[src/rtl/smc_pkg.sv]
package smc_pkg;

  // Register reset values
  localparam logic [15:0] TICK_PERIOD_RST = 16'd8000;
  localparam logic [15:0] STEP_COUNT_RST  = 16'd1000;

  // Register indexes on the configuration port
  localparam logic REG_TICK_PERIOD = 1'b0;
  localparam logic REG_STEP_COUNT  = 1'b1;

  // One-hot move codes
  localparam logic [7:0] DIR_N  = 8'h01;
  localparam logic [7:0] DIR_E  = 8'h02;
  localparam logic [7:0] DIR_S  = 8'h04;
  localparam logic [7:0] DIR_W  = 8'h08;
  localparam logic [7:0] DIR_NE = 8'h10;
  localparam logic [7:0] DIR_SE = 8'h20;
  localparam logic [7:0] DIR_SW = 8'h40;
  localparam logic [7:0] DIR_NW = 8'h80;

  // Wheel control bit positions
  localparam int EN1_IDX  = 0;
  localparam int DIR1_IDX = 1;
  localparam int EN2_IDX  = 2;
  localparam int DIR2_IDX = 3;
  localparam logic [3:0] EN_MASK = 4'b0101;

  typedef struct packed {
    logic [15:0] tick_period;
    logic [15:0] step_count;
  } cfg_t;

  typedef struct packed {
    logic       ok;
    logic [3:0] wheel;
  } dir_dec_t;

  typedef struct packed {
    logic [3:0] phase_bits;
    logic       enable_first;
    logic       dir_first;
    logic       enable_second;
    logic       dir_second;
    logic       busy_res;
    logic       move_done;
  } result_t;

  // Half-step coil sequence
  function automatic logic [3:0] coil_of(input logic [2:0] idx);
    logic [3:0] c;
    unique case (idx)
      3'd0: c = 4'd8;
      3'd1: c = 4'd9;
      3'd2: c = 4'd1;
      3'd3: c = 4'd5;
      3'd4: c = 4'd4;
      3'd5: c = 4'd6;
      3'd6: c = 4'd2;
      default: c = 4'd10;
    endcase
    return c;
  endfunction

  // Map a move code onto the wheel controls; ok drops for unknown codes
  function automatic dir_dec_t decode_dir(input logic [3:0] wheel, input logic [7:0] code);
    dir_dec_t d;
    d.ok    = 1'b1;
    d.wheel = wheel;
    unique case (code)
      DIR_N:   d.wheel = 4'b1111;
      DIR_E:   d.wheel = 4'b1101;
      DIR_S:   d.wheel = 4'b0101;
      DIR_W:   d.wheel = 4'b0111;
      DIR_NE:  d.wheel = wheel | 4'b1100;
      DIR_SE:  d.wheel = (wheel | 4'b0001) & 4'b1101;
      DIR_SW:  d.wheel = (wheel | 4'b0100) & 4'b0111;
      DIR_NW:  d.wheel = wheel | 4'b0011;
      default: d.ok = 1'b0;
    endcase
    return d;
  endfunction

endpackage

[src/rtl/smc_cfg.sv]
module smc_cfg (
  input  logic               clk,
  input  logic               rst_n,
  input  logic               psel,
  input  logic               penable,
  input  logic               pwrite,
  input  logic [2:0]         paddr,
  input  logic [31:0]        pwdata,
  output logic [31:0]        prdata,
  output smc_pkg::cfg_t      cfg
);

  logic [15:0] tick_period_r;
  logic [15:0] step_count_r;
  logic        wr_en;
  logic        reg_sel;

  assign wr_en   = psel & penable & pwrite;
  assign reg_sel = paddr[2];

  // Write registers in the access phase
  always_ff @(posedge clk) begin
    if (!rst_n) begin
      tick_period_r <= smc_pkg::TICK_PERIOD_RST;
      step_count_r  <= smc_pkg::STEP_COUNT_RST;
    end else if (wr_en) begin
      unique case (reg_sel)
        smc_pkg::REG_TICK_PERIOD: tick_period_r <= pwdata[15:0];
        default:                  step_count_r  <= pwdata[15:0];
      endcase
    end
  end

  // Read back
  always_comb begin
    unique case (reg_sel)
      smc_pkg::REG_TICK_PERIOD: prdata = {16'd0, tick_period_r};
      default:                  prdata = {16'd0, step_count_r};
    endcase
  end

  assign cfg.tick_period = tick_period_r;
  assign cfg.step_count  = step_count_r;

endmodule

[src/rtl/smc_core.sv]
module smc_core (
  input  logic               clk,
  input  logic               rst_n,
  input  logic               acc,
  input  logic               req_type,
  input  logic [7:0]         direction,
  input  smc_pkg::cfg_t      cfg,
  output smc_pkg::result_t   res_nxt
);

  logic [15:0] timer_r, timer_nxt;
  logic [15:0] steps_r, steps_nxt;
  logic [2:0]  phase_r, phase_nxt;
  logic [3:0]  coil_r, coil_nxt;
  logic [3:0]  wheel_r, wheel_nxt;
  logic        moving_r, moving_nxt;
  logic        done;
  logic [15:0] steps_inc;
  smc_pkg::dir_dec_t dec;

  assign steps_inc = steps_r + 16'd1;
  assign dec       = smc_pkg::decode_dir(wheel_r, direction);

  // Next state for one clock beat
  always_comb begin
    timer_nxt  = timer_r;
    steps_nxt  = steps_r;
    phase_nxt  = phase_r;
    coil_nxt   = coil_r;
    wheel_nxt  = wheel_r;
    moving_nxt = moving_r;
    done       = 1'b0;
    priority if (moving_r) begin
      if (timer_r == cfg.tick_period) begin
        // Tick: advance the coil pattern, drop enables at the last step
        timer_nxt = 16'd0;
        coil_nxt  = smc_pkg::coil_of(phase_r);
        phase_nxt = phase_r + 3'd1;
        steps_nxt = steps_inc;
        if (steps_inc >= cfg.step_count) begin
          moving_nxt = 1'b0;
          wheel_nxt  = wheel_r & ~smc_pkg::EN_MASK;
          done       = 1'b1;
        end
      end else begin
        timer_nxt = timer_r + 16'd1;
      end
    end else if (req_type && dec.ok) begin
      // Start a move from the first phase, or finish at once if step_count is 0
      timer_nxt = 16'd0;
      steps_nxt = 16'd0;
      phase_nxt = 3'd0;
      if (cfg.step_count == 16'd0) begin
        wheel_nxt = dec.wheel & ~smc_pkg::EN_MASK;
        done      = 1'b1;
      end else begin
        wheel_nxt  = dec.wheel;
        moving_nxt = 1'b1;
      end
    end else begin
      // Hold: idle with no usable move command
    end
  end

  // Advance state on each accepted beat
  always_ff @(posedge clk) begin
    if (!rst_n) begin
      timer_r  <= 16'd0;
      steps_r  <= 16'd0;
      phase_r  <= 3'd0;
      coil_r   <= 4'd0;
      wheel_r  <= 4'd0;
      moving_r <= 1'b0;
    end else if (acc) begin
      timer_r  <= timer_nxt;
      steps_r  <= steps_nxt;
      phase_r  <= phase_nxt;
      coil_r   <= coil_nxt;
      wheel_r  <= wheel_nxt;
      moving_r <= moving_nxt;
    end
  end

  assign res_nxt.phase_bits    = coil_nxt;
  assign res_nxt.enable_first  = wheel_nxt[smc_pkg::EN1_IDX];
  assign res_nxt.dir_first     = wheel_nxt[smc_pkg::DIR1_IDX];
  assign res_nxt.enable_second = wheel_nxt[smc_pkg::EN2_IDX];
  assign res_nxt.dir_second    = wheel_nxt[smc_pkg::DIR2_IDX];
  assign res_nxt.busy_res      = moving_nxt;
  assign res_nxt.move_done     = done;

endmodule

[src/rtl/stepper_half_step_move_controller.sv]
// Half-step stepper move controller.
// Input channel (in_valid/in_ready): one beat per controller clock when
// in_ready is high; a beat with in_req_type set carries a one-hot move
// code in in_direction, which starts a move only while no move is running.
// Result channel (out_valid/out_ready): one beat per input beat, showing
// the coil pattern, wheel enables and directions, busy flag and done pulse
// after that input beat.
// The result of a beat is registered; it is valid the cycle after acceptance.
// Throughput: one beat per cycle; the single step logic sits between the
// state and result registers, so only out_ready low on a held result stalls it.
// Stall: in_ready follows out_ready while a result is held; a new beat is
// taken in the same cycle the held result leaves.
// Reset (rst_n low, synchronous): coils off, enables and directions low in
// the core state, idle, tick_period 8000 and step_count 1000.
// Config: APB writes at 0x0 (tick_period) and 0x4 (step_count), to be made
// while idle; pready is tied high.
module stepper_half_step_move_controller (
  input  logic        clk,
  input  logic        rst_n,
  input  logic        in_valid,
  output logic        in_ready,
  input  logic        in_req_type,
  input  logic [7:0]  in_direction,
  output logic        out_valid,
  input  logic        out_ready,
  output logic [3:0]  out_phase_bits,
  output logic        out_enable_first,
  output logic        out_dir_first,
  output logic        out_enable_second,
  output logic        out_dir_second,
  output logic        out_busy_res,
  output logic        out_move_done,
  input  logic        psel,
  input  logic        penable,
  input  logic        pwrite,
  input  logic [2:0]  paddr,
  input  logic [31:0] pwdata,
  output logic [31:0] prdata,
  output logic        pready
);

  smc_pkg::cfg_t    cfg;
  smc_pkg::result_t res_nxt;
  smc_pkg::result_t res_r;
  logic             out_valid_r;
  logic             acc;

  assign pready   = 1'b1;
  assign in_ready = ~out_valid_r | out_ready;
  assign acc      = in_valid & in_ready;

  smc_cfg u_cfg (
    .clk     (clk),
    .rst_n   (rst_n),
    .psel    (psel),
    .penable (penable),
    .pwrite  (pwrite),
    .paddr   (paddr),
    .pwdata  (pwdata),
    .prdata  (prdata),
    .cfg     (cfg)
  );

  smc_core u_core (
    .clk       (clk),
    .rst_n     (rst_n),
    .acc       (acc),
    .req_type  (in_req_type),
    .direction (in_direction),
    .cfg       (cfg),
    .res_nxt   (res_nxt)
  );

  // Hold the result beat until taken
  always_ff @(posedge clk) begin
    if (!rst_n) begin
      out_valid_r <= 1'b0;
    end else if (acc) begin
      out_valid_r <= 1'b1;
    end else if (out_ready) begin
      out_valid_r <= 1'b0;
    end
  end

  always_ff @(posedge clk) begin
    if (acc) begin
      res_r <= res_nxt;
    end
  end

  assign out_valid         = out_valid_r;
  assign out_phase_bits    = res_r.phase_bits;
  assign out_enable_first  = res_r.enable_first;
  assign out_dir_first     = res_r.dir_first;
  assign out_enable_second = res_r.enable_second;
  assign out_dir_second    = res_r.dir_second;
  assign out_busy_res      = res_r.busy_res;
  assign out_move_done     = res_r.move_done;

endmodule

[config.mk]
export PLATFORM = sky130hd
export DESIGN_NAME = stepper_half_step_move_controller
export DESIGN_NICKNAME = d
export VERILOG_FILES = /design/src/rtl/smc_pkg.sv /design/src/rtl/smc_cfg.sv /design/src/rtl/smc_core.sv /design/src/rtl/stepper_half_step_move_controller.sv
export SDC_FILE = /design/constraint.sdc
export NUM_CORES = 1
export LEC_CHECK = 0
export BUFFER_PORTS_ARGS = -buffer_cell sky130_fd_sc_hd__buf_2
export CORE_ASPECT_RATIO = 1.25
export CORE_MARGIN = 2
export CORE_UTILIZATION = 35
export CTS_CLUSTER_SIZE = 12
export DETAILED_ROUTE_END_ITERATION = 7
export GPL_TIMING_DRIVEN = 0
export SLEW_MARGIN = 0
export SYNTH_ARGS = -nofsm -noshare
export SYNTH_HDL_FRONTEND = slang
export SYNTH_SLANG_ARGS = --single-unit
[constraint.sdc]
create_clock -name clk -period 3.2 [get_ports clk]
set_clock_uncertainty 0.15 [all_clocks]
set_input_delay 0.16 -clock clk [delete_from_list [all_inputs] [get_ports clk]]
set_output_delay 0.16 -clock clk [all_outputs]
set_load 0.05 [all_outputs]
# Yosys cells after proc, flatten, opt, wreduce, memory -nomap -nowiden
# Cells that the tools add are included.
[totals]
reg_bits = 87
elab_cells = 83
out_inout_bits = 45
inputBits = 51
[op_classes]
mux = 31
n_lt_le_gt_ge = 1
bitwise = 6
reduce_logical = 10
n_addsub = 3
n_eq_ne = 16
[op_table]
columns = ["operator", "n"]
rows = [
  ["$mux W16", 6],
  ["$add A16 B1 Y16 const B", 2],
  ["$pmux W4 S8", 1],
  ["$pmux W4 S7", 1],
  ["$mux W3", 6],
  ["$eq A16 B16 Y1", 1],
  ["$ge A16 B16 Y1", 1],
  ["$logic_not A16 Y1", 1],
  ["$mux W4", 4],
  ["$mux W1", 13],
  ["$eq A3 B3 Y1 const B", 3],
  ["$eq A8 B1 Y1 const B", 1],
  ["$eq A8 B2 Y1 const B", 1],
  ["$eq A8 B3 Y1 const B", 1],
  ["$eq A8 B4 Y1 const B", 1],
  ["$eq A8 B5 Y1 const B", 1],
  ["$eq A8 B6 Y1 const B", 1],
  ["$eq A8 B7 Y1 const B", 1],
  ["$eq A8 B8 Y1 const B", 1],
  ["$reduce_or A8 Y1", 1],
  ["$eq A3 B2 Y1 const B", 2],
  ["$reduce_and A2 Y1", 3],
  ["$reduce_bool A2 Y1", 2],
  ["$add A3 B1 Y3 const B", 1],
  ["8 further kinds", 11],
]

# Depth between registers and ports, before layout
[depth]
ltp_word = 6
depth_mapped = 14
depth_no_buf = 14

# Cells and area by module
# Synthesis repeated with hierarchy kept, for this count alone.
[unflattened]
hier_cells = 572
hier_area_um2 = 5218.8
[modules_own_cells]
columns = ["mod", "area_each_um2", "cells_per_inst", "n_inst"]
rows = [
  ["smc_core", 3221.8, 390, 1],
  ["smc_cfg", 1627.8, 165, 1],
  ["stepper_half_step_move_controller", 369.1, 17, 1],
]

# Least setup slack after synthesis
# No wires, ideal clock.
[synth_path]
path_type = "reg2reg"
from = "register u_core.steps_r[2]"
to = "register res_r, in the netlist out_move_done, data pin"
setup_slack_ns = 0.332
path_stages_with_launch = 14
required_ns = 2.782
arrival_time_ns = 2.450
setup_ns = 0.268
period_less_slack_ns = 2.868
path_buffers = 0
path_cell_list = "dfxtp_1 and3_1 nand3_1 nor2_1 nand3_1 and2_1 or2_2 ha_1 a21oi_1 nor2b_1 o21ai_0 o211a_1 nand3_1 a21o_1"
[synth_rtl]
columns = ["element", "line", "text"]
rows = [
  ["start: declaration", "smc_core.sv:12", "logic [15:0] steps_r, steps_nxt;"],
  ["start signal: assignment", "smc_core.sv:76", "steps_r <= steps_nxt;"],
  ["end signal: assignment", "stepper_half_step_move_controller.sv:87", "res_r <= res_nxt;"],
  ["end: declaration", "stepper_half_step_move_controller.sv:44", "smc_pkg::result_t res_r;"],
]

==> out/metrics.csv <==
metric,value,unit
sequential_cell_area,1850,um2
cts_root_buffer,clkbuf_16,
synthCells,610,
wl,12900,um
synth_area_per_cell,8.42,um2
die_y_extent,139,um
synthAdderAreaFrac,5.60,%
crit_arrival,3.10,ns
synth_top_family_by_area,simple AND/OR/NAND/NOR gates,
design.portCount,96,
route.detailed.drc,0,
min_path_type,in -> reg,
yosysUniqueCellTypes,53,
dominantRegCellSynth,dfxtp_1,
postCtsSetupRepairBufs,0,
yosysSeqAreaShare,35.9,%
synth.cell_area,5130,um2
timing.setup.critical_path_class,reg -> reg,
insertion_delay,0.36,ns
synth_enable_flop_cells,10,
grt.overflow.total,0,
finalMaxSlewViolations,0,
critical_path.endpoint_type,register,
cts_tree,done,
rsz0062_at_grt,yes,
fmax,329,MHz
setup_viol,0,
count_of_h_tree_levels_built_during_cts,3,
synth_warnings,0,
synth-compound-area-share,16.2,%
numCtsBuffers,9,
initial_utilization,35.8,%
route.vias.total,4542,
async_reset_ff_share,0,%
cellPowerDensity,416,nW/um2
final_layout_size_suffix_gt1_share,20.5,%
design.die.area,15700,um2
status,finished clean,
dp_hpwl,9930,um
period_share,94.9,%
synth_simple_gate_area_share,24.0,%
grt_antenna_before_repair,0,
cts_num_sinks,87,
final_antenna_net_count,0,
via_count_of_the_first_global_routing_pass,4246,
dpl_cell_area,5700,um2
global_placer_s_final_weighted_congestion,0.838,
fp.coreArea,14300,um2
timing.final.hold_violations,0,
yosys-mux-area-fraction,5.75,%
first_pass_iters,5,
maximum_number_of_pins_on_one_net_before_global_route_repair,20,
timing.critical_path.fanout_max,5,
grt_pass1_wl,20900,um
synth_xor_xnor_area_share,5.63,%
critPathLaunchType,register,
vdd.ir_drop.worst,0.256,mV
cts_buffer_depth,2,
wl_per_cell,14.5,um
final_cell_area,6280,um2
floorplan.rows,49,
path_clk_slew,0.07,ns
antenna_cells,0,
vias_per_cell,5.08,
final_core_util,43.8,%
maxSlewHeadroom,40.6,%
cap_violations,0,
ys_seq_elements,87,
n_fill_cell,1449,
detail_route.iter0.violations,248,
multi_input_area,3060,um2
worst-endpoint-required,3.26,ns
synthToLayoutAreaGrowth,22.3,%
total_leakage_power,2.57,nW
io_buffers,57,
design.final.nets,785,
dieWidth,112,um
post-route-min-period,3.04,ns
grt.total_usage,16.5,%
worst_slew_pin_slew,0.891,ns
-- per-layer routing --
layer	track usage (%)	wire, um	up-vias	share of wire [%]
li1	-	-	2292	-
met1	21.3	5950	2117	46
met2	26.9	6180	115	48
met3	3.96	582	18	4.5
met4	5.65	238	0	1.8
met5	0	0	-	0
-- synth_stat cells (all sizes together) (2+ instances only) --
cell type   n  area share [%]
a31oi       2            0.24
or2        13             1.6
mux2i       7             1.4
o211a       2            0.39
nor3        6            0.58
conb        2            0.15
xnor2      24             4.1
clkbuf     20             1.5
nor2b      27             3.3
o21a        2            0.29
and4        3            0.51
o31ai       4            0.58
xor2        9             1.5
inv        27             2.0
nor2       27             2.0
o211ai     12             1.8
or3         3            0.37
a22oi       7             1.0
a21oi      17             1.7
mux2       20             4.4
nand2b      6            0.73
a21o        2            0.29
a21boi     33             4.9
and3        9             1.1
o2111ai     5            0.85
nand3      17             1.7
o31a        2            0.34
nand4      10             1.2
nand2      91             6.7
edfxtp     10             5.8
o21ai      30             2.9
and2       10             1.2
nor4       13             1.7
nand3b      3            0.44
dfxtp      77              30
a211oi      2            0.29
buf        25             3.4
ha         23             5.6
-- cells in the final DEF (no fill, tap or decap), types with 10 or more instances in the layout --
master         synthesis  routed
clkbuf_1              20      20
inv_1                 27      27
buf_2                  6      63
mux2_2                20      20
a21boi_0              32      32
ha_1                  23      23
xnor2_1               24      23
buf_4                 17      17
o211ai_1              12      12
conb_1                 2      17
a21oi_1               17      17
nor4_1                12      11
edfxtp_1              10      10
nand3_1               17      15
nand4_1               10      10
nor2_1                27      26
o21ai_0               26      26
nand2_1               91      91
nor2b_1               27      27
dlygate4sd3_1          0      18
or2_2                 13      13
dfxtp_1               77      72
-- cell type report --
class | instances | area share [%]
multi-input combinational | 466 | 48.8
sequential | 87 | 29.4
timing repair buffer | 75 | 7.41
buffer | 45 | 3.95
clock buffer | 10 | 3.81
tap | 178 | 3.55
inverter | 27 | 1.61
clock inverter | 6 | 1.45
-- through the flow --
stage	setup slack (ns)	instances	hold slack, ns	TNS (ns)	power, mW
5_1_grt	-0.0283	894	0.0638	-0.0346	2.71
3_3_place_gp	-0.107	860	0.243	-0.296	1.44
3_5_place_dp	-0.169	860	0.245	-0.667	1.44
4_1_cts	0.00282	894	0.0457	0	2.63
6_report	0.163	894	0.0541	0	2.61
2_1_floorplan	0.332	625	0.134	0	1.37
-- final timing paths --
path                                                 startpoint  slack [ns]                               to  cells after the start
worst max register to register   u_core.steps_r[0]$_SDFFE_PN0P_        0.16      out_enable_second$_DFFE_PP_                     13
worst min register to register  u_core.steps_r[15]$_SDFFE_PN0P_        0.33  u_core.steps_r[15]$_SDFFE_PN0P_                      2
worst max-delay path             u_core.steps_r[0]$_SDFFE_PN0P_        0.16      out_enable_second$_DFFE_PP_                     13
worst min-delay path                                      rst_n        0.05  u_core.timer_r[12]$_SDFFE_PN0P_                      3
-- logic make-up after synthesis --
group                      after synthesis
AOI/OAI and AO/OA                      124
xor gates and xnor gates                33
adders and majority gates               23
buffers and inverters                   72
DFF                                     87
muxes                                   27
other                                    2
and+or+nand+nor                        242
-- worst max-delay path: stages (launching register included) --
cell,delay [ns]
dfxtp_2,0.35
ha_1,0.25
and3_1,0.18
and4_1,0.24
nor2b_1,0.15
or2_2,0.28
ha_1,0.27
nand2_1,0.09
nor2_1,0.05
a211oi_1,0.21
o211a_1,0.19
nand3_2,0.12
a21o_1,0.24
o21bai_1,0.14
-- what timing repair did --
| action | 4_1_cts | 5_1_grt |
|---|---|---|
| gates resized for setup | 7 | 10 |
| setup endpoints to repair | 8 | 11 |
| hold buffers | 18 | 0 |
| endpoints found under the hold margin | 33 | 0 |
| pin swaps | 1 | 0 |
-- where the power goes --
group | total, mW | leakage [nW] | switching, mW | internal (mW)
Sequential | 1.13 | 0.726 | 0.0136 | 1.12
Combinational | 0.303 | 1.68 | 0.203 | 0.0997
Clock | 1.18 | 0.163 | 0.467 | 0.710
Total | 2.61 | 2.57 | 0.684 | 1.93
-- state kept, by name, indices dropped and copies added (netlist names) --
| name | flops |
|---|---|
| u_cfg.step_count_r | 16 |
| out_valid | 1 |
| out_enable_first | 1 |
| out_dir_first | 1 |
| u_core.phase_r | 3 |
| out_dir_second | 1 |
| u_core.moving_r | 1 |
| out_busy_res | 1 |
| out_phase_bits | 4 |
| u_cfg.tick_period_r | 16 |
| out_enable_second | 1 |
| out_move_done | 1 |
| u_core.coil_r | 4 |
| u_core.steps_r | 16 |
| u_core.wheel_r | 4 |
| u_core.timer_r | 16 |
Note: power is estimated with default switching activity, not from simulation.
